<file path="config.mk">
export PLATFORM = sky130hd
export DESIGN_NAME = caf_queue
export DESIGN_NICKNAME = d
export VERILOG_FILES = /design/src/rtl/core/caf_pkg.sv /design/src/rtl/core/caf_queue.sv
export SDC_FILE = /design/constraint.sdc
export NUM_CORES = 1
export LEC_CHECK = 0
export CORE_ASPECT_RATIO = 0.9
export CORE_MARGIN = 8
export CORE_UTILIZATION = 45
export CTS_CLUSTER_DIAMETER = 200
export DETAILED_ROUTE_END_ITERATION = 10
export DONT_BUFFER_PORTS = 1
export GPL_ROUTABILITY_DRIVEN = 0
export GPL_TIMING_DRIVEN = 0
export PLACE_DENSITY_LB_ADDON = 0.25
export SYNTH_ARGS = -nofsm -noshare
export SYNTH_HDL_FRONTEND = slang
export SYNTH_SLANG_ARGS = --single-unit
export TNS_END_PERCENT = 50
</file>
<file path="constraint.sdc">
create_clock -name clk -period 3 [get_ports clk]
set_input_delay 0.15 -clock clk [delete_from_list [all_inputs] [get_ports clk]]
set_output_delay 0.15 -clock clk [all_outputs]
set_load 0.01 [all_outputs]
</file>
<file path="src/rtl/core/caf_pkg.sv">
// shared constants and types for the cell area fraction block
`timescale 1ns / 1ps

package caf_pkg;

	// default widths of distances and of the coverage fraction
	localparam int CAF_DIST_WIDTH = 24;
	localparam int CAF_FRAC_BITS = 16;

	// depth of the queue between classifier and arithmetic back end
	localparam int CAF_QUEUE_DEPTH = 4;

	// operands per lane: two product pairs for the numerator, one pair for the denominator
	localparam int CAF_LANE_OPS = 6;

	// how the two lane quotients turn into the coverage
	typedef enum logic [1:0] {
		CAF_RK_SUM  = 2'd0,
		CAF_RK_INV  = 2'd1,
		CAF_RK_ZERO = 2'd2,
		CAF_RK_FULL = 2'd3
	} caf_res_kind_t;

	// queue status seen by both sides
	typedef struct packed {
		logic full;
		logic empty;
	} caf_qstat_t;

endpackage

</file>
<file path="src/rtl/core/caf_queue.sv">
// small first-in first-out queue between front end and back end
`timescale 1ns / 1ps

module caf_queue #(
	parameter int WIDTH = 8,
	parameter int DEPTH = caf_pkg::CAF_QUEUE_DEPTH
) (
	input  logic clk,
	input  logic arst_n,
	input  logic push,
	input  logic [WIDTH-1:0] din,
	input  logic pop,
	output logic [WIDTH-1:0] dout,
	output caf_pkg::caf_qstat_t qstat
);
	import caf_pkg::*;

	localparam int AW = (DEPTH > 1) ? $clog2(DEPTH) : 1;
	localparam int CW = $clog2(DEPTH + 1);
	localparam logic [AW-1:0] LAST = AW'(DEPTH - 1);

	logic [WIDTH-1:0] mem_q [DEPTH];
	logic [AW-1:0] wptr_q, rptr_q;
	logic [CW-1:0] cnt_q;

	assign dout = mem_q[rptr_q];
	assign qstat.full = (cnt_q == CW'(DEPTH));
	assign qstat.empty = (cnt_q == '0);

	// pointers and fill count
	always_ff @(posedge clk or negedge arst_n) begin
		if (!arst_n) begin
			wptr_q <= '0;
			rptr_q <= '0;
			cnt_q <= '0;
		end else begin
			if (push) begin
				wptr_q <= (wptr_q == LAST) ? '0 : wptr_q + AW'(1);
			end
			if (pop) begin
				rptr_q <= (rptr_q == LAST) ? '0 : rptr_q + AW'(1);
			end
			if (push && !pop) begin
				cnt_q <= cnt_q + CW'(1);
			end else if (pop && !push) begin
				cnt_q <= cnt_q - CW'(1);
			end
		end
	end

	// entry storage
	always_ff @(posedge clk) begin
		if (push) begin
			mem_q[wptr_q] <= din;
		end
	end

endmodule

</file>
==> results.py <==
metrics = {
    "outcome": {
        "status": "complete, no violations",
    },
    "clocking": {
        "post_cts_buffers": 0,
        "ctsLongestPathBuffers": 2,
        "cts_tree": "yes",
        "post_cts_resized": 0,
        "hold_buffers": 10,
        "cts-root-buf": "clkbuf_8",
        "numCtsBuffers": 5,
        "h-tree-depth": 2,
        "clock-sinks": 39,
        "clk_pin_slew_worst_paths_ps": 70,
        "insertion_delay_ps": 290,
    },
    "run": {
        "drv_cap": 0,
    },
    "timing": {
        "hold-worst-slack_ps": 22.1,
        "maxSlewViolCount": 0,
        "finalSetupTns_ps": 0,
        "final-setup-viol-count": 0,
        "max_freq_mhz": 641,
        "clock_skew_ps": 6.04,
        "finalHoldViolations": 0,
        "rsz0062_at_grt": "no",
        "finalCritPeriodShare_pct": 52.0,
        "tightest_slew_ps": 430,
        "maxSlewHeadroom_pct": 71.3,
        "layout_min_cycle_time_ps": 1560,
    },
    "global_route": {
        "gr-max-usage-layer": "met2",
        "grt_pass1_vias": 810,
        "antenna_found_initial": 0,
        "grt_max_degree": 14,
        "grt_usage_pct": 9.76,
        "grt-ovfl-total": 0,
        "met2_usage_pct": 15.5,
        "met1_usage_pct": 11.3,
        "grt.met3_usage_pct": 4.44,
        "grt_first_pass_wirelength_mm": 4.06,
    },
    "logic_synthesis": {
        "syn_area_per_cell_um2": 19.8,
        "synthesis.area_um2": 1570,
        "ys_seq_area_share_pct": 72.5,
        "yosys_warnings": 0,
        "synth_cells": 79,
        "synth_top_area_cell": "edfxtp_1",
        "synth_mux_area_share_pct": 12.9,
        "yosys-top-cells-area": "edfxtp_1 (61%), mux4_2 (11%), dfrtp_1 (11%)",
        "synth-simple-area-share_pct": 3.67,
        "synth_top_family_by_area": "multiplexers",
        "ys_seq_elements": 39,
        "synth-compound-area-share_pct": 1.20,
        "synthAdderAreaFrac_pct": 6.07,
        "ys_types": 18,
        "synth_xor_area_share_pct": 1.68,
        "synth.top_cell.area_share_pct": 61.3,
        "syn-num-nets": 98,
    },
    "route": {
        "detail-route-antenna-nets": 0,
        "vias": 739,
        "drc_errors": 0,
        "wl_per_cell_um": 17.0,
        "via_per_inst": 5.24,
        "wl_mm": 2.40,
        "drt_iter0_drc": 39,
        "first_pass_iters": 4,
    },
    "place": {
        "dpl.cell_count": 123,
        "portBuffers": 0,
        "place_hpwl_mm": 1.64,
    },
    "worst_setup_path": {
        "slowest_stage": "mux4_2",
        "rrSetupSlack_ps": 1580,
        "critPathArrivalTime_ps": 1410,
        "slowest_delay_ps": 570,
        "crit_type": "flip-flop to primary output",
        "end_kind": "primary output",
        "crit_required_ps": 2850,
        "crit_path_cell_trace": "buf_6 -> mux4_2",
        "cp_max_fo": 10,
        "cp-start-kind": "flip-flop",
    },
    "power": {
        "power.leakage_nw": 0.659,
        "ir_drop_uv": 393,
        "powerDensity_nw_per_um2": 887,
    },
    "layout": {
        "final_common_cell": "edfxtp_1",
        "fin_util_pct": 54.7,
        "stdcell_count": 141,
        "final_cell_mix": "edfxtp_1 (32), dlygate4sd3_1 (10), mux4_2 (8), dfrtp_1 (7), ha_1 (6)",
        "final_layout_size_suffix_gt1_share_pct": 21.6,
        "nets": 115,
        "area_delta_synth_final_pct": 17.1,
        "fillers": 276,
        "diodes": 0,
    },
    "floorplanning": {
        "die_h_um": 72.0,
        "fp-row-count": 20,
        "die_area_um2": 5630,
        "core_area_um2": 3350,
        "initial_core_util_pct": 46.8,
        "io_pins": 22,
        "fp.dieW_um": 78.2,
    },
    "worst_hold_path": {
        "min_path_type": "input pin to flip-flop",
    },
}
synthesized netlist by cell type (all sizes together):
library cell,number
edfxtp,32
dfrtp,7
nand2,2
nor3b,1
o21ai,2
mux2,2
a21o,1
and2,4
nor2,2
nor3,2
fa,1
xor2,2
xnor2,1
mux4,8
buf,2
ha,6
inv,4
cell type report:
| class | count | area, µm² | area share, % |
|---|---|---|---|
| Buffer | 2 | 16.3 | 0.886 |
| Timing Repair Buffer | 10 | 100 | 5.45 |
| Inverter | 4 | 15.0 | 0.818 |
| Tap cell | 44 | 55.1 | 3.00 |
| Multi-Input combinational cell | 34 | 400 | 21.8 |
| Sequential cell | 39 | 1140 | 61.9 |
| Clock buffer | 5 | 68.8 | 3.75 |
| Clock inverter | 3 | 43.8 | 2.39 |
state kept, by name, indices dropped and copies added, names as in the netlist:
signal / flops
mem_q: 32
cnt_q: 3
rptr_q: 2
wptr_q: 2
power by group:
group | switching, mW | internal, mW
Sequential | 0.0576 | 0.712
Clock | 0.177 | 0.247
Combinational | 0.232 | 0.203
per-layer routing:
metal	routed length (µm)	up-vias
li1	-	338
met4	42	0
met2	1200	19
met3	144	5
met1	1010	377
met5	0	-
final timing paths:
path,start,endpoint,cells past startpoint
worst max-delay path,rptr_q[0]$_DFFE_PN0P_,dout[1],2
worst min-delay path,pop,rptr_q[1]$_DFFE_PN0P_,1
worst max register to register,wptr_q[0]$_DFFE_PN0P_,mem_q[0][4]$_DFFE_PP_,3
worst min register to register,cnt_q[2]$_DFFE_PN0P_,cnt_q[2]$_DFFE_PN0P_,1
max in group asynchronous,arst_n,wptr_q[0]$_DFFE_PN0P_,1
min in group asynchronous,arst_n,rptr_q[1]$_DFFE_PN0P_,1
worst max-delay path: cells and delay by family (launching register included):
kind | cells | cell delay [ps]
buffers and inverters | 1 | 180
flip-flops | 1 | 370
multiplexers | 1 | 570
through the flow:
stage | total power [mW] | cell area, µm² | worst slack, ps
finish | 1.63 | 1840 | 1440
global route | 1.74 | 1840 | 1360
CTS | 1.66 | 1840 | 1410
detailed placement | 1.21 | 1620 | 1560
global placement | 1.20 | 1620 | 1580
floorplan | 1.12 | 1570 | 1700
logic make-up (layout without fill, tap and decap cells):
logic type      Yosys count  after routing
flops                    39             39
compound gates            3              3
fa+ha+maj                 7              7
xor+xnor                  3              3
simple gates             11             11
mux                      10             10
buf+inv                   6             24
(Power assumes the default switching activity.)
